## config.mk

```make
export PLATFORM = sky130hd
export DESIGN_NAME = scsa_ram
export DESIGN_NICKNAME = d
export VERILOG_FILES = /design/src/rtl/core/scsa_ram.sv
export SDC_FILE = /design/constraint.sdc
export NUM_CORES = 1
export LEC_CHECK = 0
export BUFFER_PORTS_ARGS = -buffer_cell sky130_fd_sc_hd__buf_2
export CORE_MARGIN = 5
export CORE_UTILIZATION = 46
export DETAILED_ROUTE_END_ITERATION = 10
export GPL_TIMING_DRIVEN = 0
export PLACE_DENSITY = 0.64
export SKIP_LAST_GASP = 1
export SYNTH_ARGS = -nofsm -noshare
export SYNTH_HDL_FRONTEND = slang
export SYNTH_SLANG_ARGS = --single-unit
export TNS_END_PERCENT = 30
```

## constraint.sdc

```tcl
create_clock -name clk -period 2.1 [get_ports clk]
set_input_delay 0.525 -clock clk [delete_from_list [all_inputs] [get_ports clk]]
set_output_delay 0.525 -clock clk [all_outputs]
set_load 0.005 [all_outputs]
```

## src/rtl/core/scsa_ram.sv

```systemverilog
`timescale 1ns / 1ps
// ----------------------------------------------------------------------------
// scsa_ram
// Simple dual-port synchronous RAM with bit write mask and registered read.
// ----------------------------------------------------------------------------
module scsa_ram #(
    parameter int WIDTH = 8,
    parameter int DEPTH = 16,
    parameter int AW    = $clog2(DEPTH)
) (
    input  logic             clk,
    input  logic             we,
    input  logic [AW-1:0]    waddr,
    input  logic [WIDTH-1:0] wdata,
    input  logic [WIDTH-1:0] wmask,
    input  logic [AW-1:0]    raddr,
    output logic [WIDTH-1:0] rdata
);

    logic [WIDTH-1:0] mem [DEPTH];

    always_ff @(posedge clk)
    begin
        if (we)
        begin
            for (int i = 0; i < WIDTH; i++)
            begin
                if (wmask[i])
                begin
                    mem[waddr][i] <= wdata[i];
                end
            end
        end
        rdata <= mem[raddr];
    end

endmodule

```

# Yosys cells after proc, flatten, opt, wreduce, memory -nomap -nowiden
# Memories as Yosys holds them, arrays and structs flattened. A register that Yosys moved wholly into a read port is not among the register bits.
# Index checks and enable logic that the tools add are counted.
totals:
  reg_bits: 0
  latch_bits: 0
  mem_bits_rw: 128
  rom_bits: 0
  in_bits: 26
  word_cells: 25
  mem_count: 1
mem_list:
  columns: ["name", "depth", "word_bits", "rd", "rd_clocked_by_memory_dff", "wr", "line", "rtl"]
  rows:
  - ["mem", 16, 8, 1, 1, 1, "20", "logic [WIDTH-1:0] mem [DEPTH];"]
op_classes:
  add_sub_neg: 0
  n_mul: 0
  div_mod_pow: 0
  magnitude_cmp: 0
  n_eq_ne: 0
  n_shift: 0
  muxes: 24
  bitwise: 0
  n_reduce_logical: 0
op_table:
  columns: ["op", "n"]
  rows:
  - ["$mux W1", 24]

# Depth between registers and ports, before layout
# Gate-level depths: netlist (run 1).
depth:
  ltp_word: 3
  ltp_mapped: 5
  depth_no_buf: 3

# Worst setup path after synthesis (run 1)
# No wires, ideal clock.
synth_path:
  kind: "input-to-reg"
  start: "input raddr[0]"
  end: "register rdata[1] (read register of mem)"
  setup_time_ns: 0.120
  arrival_ns: 1.548
  required_time_ns: 1.980
  setup_slack_ns: 0.432
  path_stages: 5
  n_path_buf: 2
  cell_sequence: "buf_6 -> buf_6 -> mux4_1 -> a22oi_1 -> nand2_1"
synth_rtl:
  columns: ["item", "line", "rtl"]
  rows:
  - ["from (decl)", "16", "input logic [AW-1:0] raddr,"]
  - ["to (decl)", "17", "output logic [WIDTH-1:0] rdata"]

# Worst setup path in the final report (run 1)
layout_path:
  start: "input waddr[1]"
  end: "memory mem[14][3] (enable)"
layout_rtl:
  columns: ["item", "line", "rtl"]
  rows:
  - ["from (decl)", "13", "input logic [AW-1:0] waddr,"]
  - ["to (decl)", "20", null]
# No word-level cell before the write port.

==> results of run 1 <==
-- metal layers --
layer / track usage / share of wire / up-vias
met5: 0 / 0 / -
met4: 0.0749 / 0.020 / 0
met3: 0.0448 / 0.059 / 22
met2: 0.333 / 0.54 / 128
met1: 0.228 / 0.38 / 1685
li1: - / - / 1496
-- sequential cells by signal (all words and copies together), names as in the netlist --
name,cells
rdata,8
mem,128
-- critical path, cell delays in order --
cell and delay (ns):
buf_2 0.15, nor2b_1 0.26, nand3_1 0.52, nor2_1 0.29
-- stage by stage --
step                setup WS [ns]  hold WS (ns)  power [mW]  area, µm²
global placement          0.00655         0.653        3.42       6050
detailed placement         0.0247         0.660        3.43       6050
CTS                         0.427         0.480        6.42       6660
finish                      0.473         0.489        6.40       6660
global route                0.331         0.484        6.58       6660
floorplan                   0.432         0.624        3.27       5680
-- path summary, 6_finish.rpt --
path / startpoint / end / slack, ns / cells past startpoint
worst max-delay path: waddr[1] / mem[14][3]$_DFFE_PP_ / 0.47 / 4
worst max register to register: mem[9][5]$_DFFE_PP_ / rdata[5]$_DFF_P_ / 0.77 / 3
worst min-delay path: wdata[7] / mem[13][7]$_DFFE_PP_ / 0.49 / 1
worst min register to register: mem[15][1]$_DFFE_PP_ / rdata[1]$_DFF_P_ / 0.67 / 3
-- area by class of cell --
type                    instances  share of cell area
well taps                     168              0.0316
multi-input cells             218               0.234
plain buffers                  19              0.0180
flip-flops and latches        136               0.601
clock buffers                  20              0.0686
clock inverters                12              0.0227
repair buffers                 31              0.0233
-- synth_stat cells, drive strengths merged --
library cell / instances
edfxtp: 128
nand4: 1
nand2: 25
nand3: 6
mux4: 32
a22oi: 16
and2: 1
buf: 7
and2b: 1
nor2b: 5
clkdlybuf4s25: 3
clkbuf: 9
nor2: 131
dfxtp: 8
-- cells by family (layout without fill, tap and decap cells) --
family | after synthesis | after routing | synth area share
AOI/OAI and AO/OA | 16 | 16 | 0.0211
buffers and inverters | 19 | 82 | 0.0211
DFF | 136 | 136 | 0.704
muxes | 32 | 32 | 0.136
and+or+nand+nor | 170 | 170 | 0.117
-- placed cells by master (no fill, tap or decap), types with 6 or more instances in the layout --
cell       count
nand3_1        6
nand2_1       25
clkbuf_1      10
edfxtp_1     128
a22oi_1       16
mux4_2        18
mux4_1        14
nor2_1       131
clkbuf_16     17
dfxtp_1        8
buf_2         34
-- report_power, final --
part | internal (mW) | total [mW] | switching [mW]
Sequential | 3.01 | 3.02 | 0.00936
Combinational | 0.128 | 0.349 | 0.221
Clock | 1.92 | 3.03 | 1.11
==> out/qor.yml, run 1 <==
port_buffers: 31
yosysSeqAreaShare: 0.704
slew-limit-headroom: 0.388
worst_clock_skew_ns: 0.00810
p_per_area_nw_per_um2: 961
end_kind: "flip-flop"
dieWidth_um: 121
io_pins: 34
setup-tns-final_ns: 0
start_util: 0.471
n_antenna_cell: 0
ctsResizeCount: 0
cts.clk_slew.worst_paths_ns: 0.06
nets: 449
max-vdd-ir-drop_mv: 0.563
grt_overflow: 0
post-route-min-period_ns: 1.63
maxSlewViolCount: 0
first_iter_violations: 405
cts-root-buf: "clkbuf_16"
grt_util_all_layers: 0.191
die_area_um2: 14700
synth_top_area_share: 0.676
num_rows: 40
ff_latch_area_um2: 4000
min_path_type: "input port to flip-flop"
cts_setup_buffers: 0
coreArea_um2: 12100
rsz0062_at_grt: "no"
synth_area_per_cell_um2: 15.2
drive_above_1_share: 0.206
p_leak_nw: 2.23
clock_sinks: 136
worst_slew_pin_slew_ns: 0.915
cts_hold_buf: 0
drtAntennaViolNets: 0
vias: 3331
synth_top_area_cell: "edfxtp_1"
antenna_found_initial: 0
syn_nets: 399
syn_to_final_growth_pct: 17.1
clock_path_buffers: 2
placedCellCount: 572
path_max_fanout: 8
cts_tree: "built"
utilization: 0.552
outcome: "finished clean"
ys_top_cells_by_area: "edfxtp_1 (68%), nor2_1 (8.7%), mux4_2 (7.1%), mux4_1 (6.5%), dfxtp_1 (2.8%)"
dp_hpwl_um: 7820
critical_path_arrival_ns: 1.74
syn_inst: 373
wl_um: 13000
dr.pass1.iters: 5
multi_input_area_um2: 1560
setup_viol: 0
fin_cells: 604
htree_levels: 4
yosysUniqueCellTypes: 17
period_share: 0.775
nFillCells: 972
wl_per_cell_um: 21.5
grt_pass1_wl_um: 19700
required_ns: 2.22
synth_seq_cells: 136
routabilityCongestion: 0.734
fmax_mhz: 615
syn_area_um2: 5680
ys_warn_count: 0
grt_pass1_vias: 3435
clkLatencyLatePin_ns: 0.41
grt_max_degree: 17
cts_buffers: 17
die-height_um: 121
vias_per_cell: 5.51
drc: 0
drv_cap: 0
start_kind: "input port"
hold_viol: 0
worstSetupPathType: "input port to flip-flop"
(Power assumes the default switching activity.)
==> inputs of run 2 (changes only) <==
- PLACE_DENSITY: 0.64 -> 0.66
- clock period: 2.1 -> 1.4 ns (I/O delays scaled with it)
==> run 2 against run 1 <==
  * The flow now finishes with violations (negative setup slack)
  * Clock skew decreased by 0.0016 ns
  * First-iteration DRC count rose by 4.2%
  * Hold slack got worse by 0.18 ns
  * Cell count unchanged
  * Via count is 1.1% higher
  * Global-route usage rose by 0.80 points
  * Wire length is 5.4% higher
  * Critical endpoint is now mem[14][0]$_DFFE_PP_
  * Die area did not move
  * Worst setup slack worse by 0.53 ns
  * Utilization is 0.13 points higher
  * Highest routed layer unchanged
==> out/qor.yml, run 2 (synthesis results as in run 1) <==
antenna_found_initial: 0
fmax_mhz: 686
drv_cap: 0
wl_per_cell_um: 22.6
path_buf_inv: 1
cts_tree: "built"
start_kind: "input port"
grt_max_degree: 17
htree_levels: 4
p_switching_mw: 2.03
layout_commonest_cell: "nor2_1"
comb_power_share: 0.057
cts.clk_slew.worst_paths_ns: 0.06
crit_chain: "buf_2, nor2b_1, nand3_1, nor2_1"
clockPowerShare: 0.480
layout_common_cells: "nor2_1 (131), edfxtp_1 (128), buf_2 (34)"
post-route-min-period_ns: 1.46
syn_to_final_growth_pct: 17.4
largest_reg_flops: 128
post-route-cell-area_um2: 6670
end_kind: "flip-flop"
placedCellCount: 572
min_path_type: "input port to flip-flop"
period_share: 1.04
drc: 0
cts-root-buf: "clkbuf_16"
path_max_fanout: 8
critical_path_arrival_ns: 1.57
dp_hpwl_um: 7860
grt_pass1_vias: 3472
r2r_slack_ns: 0.12
p_leak_nw: 2.20
slowest_delay_ns: 0.48
grt_util_all_layers: 0.199
fin_cells: 604
netSwitchingFraction: 0.208
routabilityCongestion: 0.743
p_per_area_nw_per_um2: 1470
intPower_mw: 7.75
ctsResizeCount: 3
p_seq_frac: 0.464
first_iter_violations: 422
required_ns: 1.51
cts_buffers: 17
worst_slew_pin_slew_ns: 0.970
place_area_um2: 6030
whs_ns: 0.305
io_pins: 34
vias_per_cell: 5.58
violations: "negative setup slack"
vias: 3369
grt_pass1_wl_um: 20300
max-vdd-ir-drop_mv: 0.824
drtAntennaViolNets: 0
largest-register: "mem"
die-height_um: 121
outcome: "complete, but fails checks"
num_rows: 40
die_area_um2: 14700
pre_cts_ws_ns: -0.589
clkLatencyLatePin_ns: 0.42
start_util: 0.471
rsz0062_at_grt: "yes"
worst_clock_skew_ns: 0.00651
drive_above_1_share: 0.243
clock_sinks: 136
maxSlewViolCount: 0
dieWidth_um: 121
wl_um: 13700
largest_registers: "mem (128), rdata (8)"
path_delay_family: "simple AND/OR/NAND/NOR gates"
cpMaxStageDelayCell: "nand3_1"
port_buffers: 31
n_antenna_cell: 0
cts_hold_buf: 0
slew-limit-headroom: 0.351
cts_setup_buffers: 0
dr.pass1.iters: 4
setup_viol: 27
coreArea_um2: 12100
worstSetupPathType: "input port to flip-flop"
nFillCells: 962
clock_path_buffers: 2
hold_viol: 0
grt_overflow: 0
nets: 449
fin_ws_ns: -0.0588
[run 2: per-layer routing]
metal | GRT usage | wire length [µm] | share of wire
met5 | 0 | 0 | 0
met3 | 0.0569 | 1210 | 0.088
met1 | 0.255 | 5340 | 0.39
met4 | 0.0805 | 326 | 0.024
met2 | 0.319 | 6810 | 0.50
[run 2: through the flow]
step,TNS [ns],total power [mW],util
2_1_floorplan,-0.0758,4.93,-
3_3_place_gp,-58.21,5.15,0.500
3_5_place_dp,-60.57,5.17,0.500
4_1_cts,-0.00874,9.81,0.553
5_1_grt,-1.60,10.1,0.553
6_report,-0.785,9.78,0.553
[run 2: layout make-up]
| class | count | area (µm²) | area share |
|---|---|---|---|
| sequential | 136 | 4000 | 0.600 |
| multi-input combinational | 218 | 1530 | 0.229 |
| clock buffer | 20 | 447 | 0.0669 |
| tap | 168 | 210 | 0.0315 |
| clock inverter | 12 | 176 | 0.0264 |
| timing repair buffer | 31 | 155 | 0.0232 |
| buffer | 19 | 155 | 0.0232 |
[run 2: power by group through the flow]
stage / registers (mW) / clock network [mW] / logic [mW]
after floorplan: 4.62 / 0 / 0.309
after global placement: 4.61 / 0 / 0.537
after detailed placement: 4.62 / 0 / 0.551
after CTS: 4.53 / 4.71 / 0.558
after global routing: 4.54 / 4.93 / 0.601
final: 4.53 / 4.69 / 0.555
[run 2: worst reg2reg max path: stages (launching register included)]
cell	delay, ns
edfxtp_1	0.40
mux4_2	0.49
a22oi_1	0.18
nand2_1	0.09
[run 2: path summary, 6_finish.rpt]
path	from	endpoint	depth (start not counted)
worst max-delay path	waddr[1]	mem[14][0]$_DFFE_PP_	4
worst min-delay path	wdata[4]	mem[10][4]$_DFFE_PP_	1
worst max register to register	mem[2][6]$_DFFE_PP_	rdata[6]$_DFF_P_	3
worst min register to register	mem[12][7]$_DFFE_PP_	rdata[7]$_DFF_P_	3
==> inputs of run 3 (changes only) <==
- CORE_MARGIN: 5 -> 2
==> run 3 against run 2 <==
  * The flow still finishes with violations (negative setup slack)
  * Clock-buffer cell count is 3 higher
  * Largest power group unchanged
  * Worst setup slack improved by 0.011 ns
  * Final area shrank 0.24%
  * Cell count down 0.17%
  * Combinational power about the same
  * Sequential power barely moved
  * Clock skew hardly changed
  * Flip-flop and latch count stayed put
  * Clock power is 3% lower
  * First-iteration DRC count up 11%
  * Highest routed layer unchanged
  * Largest cell class unchanged
  * Wire length is 2.1% lower
  * Critical path depth unchanged
==> out/qor.yml, run 3 (synthesis results as in run 1) <==
min_path_type: "input port to flip-flop"
rsz0062_at_grt: "yes"
crit_chain: "buf_2, nor2_1, nand3_1, nor2_1"
slowest_delay_ns: 0.51
end_kind: "flip-flop"
fin_ws_ns: -0.0475
cpMostUsedCell: "nor2_1"
path_buf_inv: 1
nets: 449
required_ns: 1.51
p_leak_nw: 2.21
start_util: 0.471
pre_cts_ws_ns: -0.585
wl_per_cell_um: 22.2
worst_slew_pin_slew_ns: 0.940
cts-root-buf: "clkbuf_16"
critical_path_arrival_ns: 1.55
grt_pass1_wl_um: 20000
grt_pass1_vias: 3401
violations: "negative setup slack"
num_rows: 40
routabilityCongestion: 0.778
wl_um: 13400
vias: 3433
dp_hpwl_um: 7890
drv_cap: 0
coreArea_um2: 12100
largest-register: "mem"
outcome: "complete, but fails checks"
start_kind: "input port"
cp_num_cells: 4
cpMaxStageDelayCell: "nand3_1"
worst_clock_skew_ns: 0.00633
post-route-min-period_ns: 1.45
largest_registers: "mem (128), rdata (8)"
io_pins: 34
dr.pass1.iters: 5
cts_tree: "built"
max-vdd-ir-drop_mv: 0.738
n_antenna_cell: 0
antenna_found_initial: 0
period_share: 1.03
maxSlewViolCount: 0
die_area_um2: 13300
grt_util_all_layers: 0.218
die-height_um: 115
path_delay_family: "simple AND/OR/NAND/NOR gates"
drc: 0
clock_path_buffers: 2
reg2reg_depth: 3
ff_latch_area_um2: 4000
grt_overflow: 0
first_iter_violations: 469
syn_to_final_growth_pct: 17.1
clock_sinks: 136
layout_common_cells: "nor2_1 (131), edfxtp_1 (128), buf_2 (34)"
hold_viol: 0
p_per_area_nw_per_um2: 1450
placedCellCount: 572
dieWidth_um: 115
multi_input_area_um2: 1530
fin_cells: 603
cts_buffers: 17
vias_per_cell: 5.69
drtAntennaViolNets: 0
utilization: 0.552
worstSetupPathType: "input port to flip-flop"
port_buffers: 31
drive_above_1_share: 0.239
setup-tns-final_ns: -0.511
fmax_mhz: 691
cts.clk_slew.worst_paths_ns: 0.06
clkLatencyLatePin_ns: 0.42
path_max_fanout: 8
htree_levels: 4
slew-limit-headroom: 0.371
layout_commonest_cell: "nor2_1"
grt_max_degree: 17
largest_reg_flops: 128
nFillCells: 990
setup_viol: 28
min_path_cells: 1
## run 3: cell count changes in the layout (fill, tap and decap cells not counted), sizes merged
cell	previous run	this run
clkbuf	29	32
clkinvlp	5	2
bufinv	4	3
## run 3: metrics by stage
step	cell area [µm²]	hold slack, ns	power (mW)
global placement	6030	0.652	5.15
floorplan	5670	0.449	4.93
global route	6660	0.306	9.94
detailed placement	6030	0.665	5.17
finish	6660	0.315	9.65
CTS	6650	0.302	9.69
## run 3: worst paths after layout
kind                                            from                    to  slack [ns]
worst max-delay path                        waddr[3]   mem[3][2]$_DFFE_PP_       -0.05
worst min-delay path                        wdata[6]  mem[12][6]$_DFFE_PP_        0.31
worst max register to register  mem[15][4]$_DFFE_PP_      rdata[4]$_DFF_P_        0.14
worst min register to register  mem[12][3]$_DFFE_PP_      rdata[3]$_DFF_P_        0.68
## run 3: worst register-to-register path: cells and delay by family (launching register included)
| kind | cells | cell delay, ns |
|---|---|---|
| compound gates | 1 | 0.17 |
| flops | 1 | 0.37 |
| mux | 1 | 0.49 |
| simple gates | 1 | 0.11 |
## run 3: report_power, final
group / total (mW) / leakage, nW / switching, mW / internal, mW
clock network: 4.56 / 0.293 / 1.59 / 2.97
logic: 0.555 / 0.692 / 0.347 / 0.208
registers: 4.53 / 1.22 / 0.0152 / 4.52
total: 9.65 / 2.21 / 1.95 / 7.69
## run 3: per-layer routing
layer  vias to the layer above  routed length [µm]  GRT usage
met1                      1740                5420      0.292
li1                       1491                   -          -
met3                        32                1100     0.0685
met4                         0                 342     0.0787
met5                         -                   0          0
met2                       170                6530      0.340
## run 3: what timing repair did
item	4_1_cts	5_1_grt
gates cloned	0	0
hold buffers	0	0
setup buffers	0	0
endpoints found under the setup margin	80	48
gates resized for setup	3	1
## run 3: cell type report
class | instances | area share
plain buffers | 19 | 0.0233
clock buffers | 23 | 0.0733
clock inverters | 8 | 0.0179
multi-input cells | 218 | 0.229
flip-flops and latches | 136 | 0.601
well taps | 168 | 0.0316
repair buffers | 31 | 0.0233
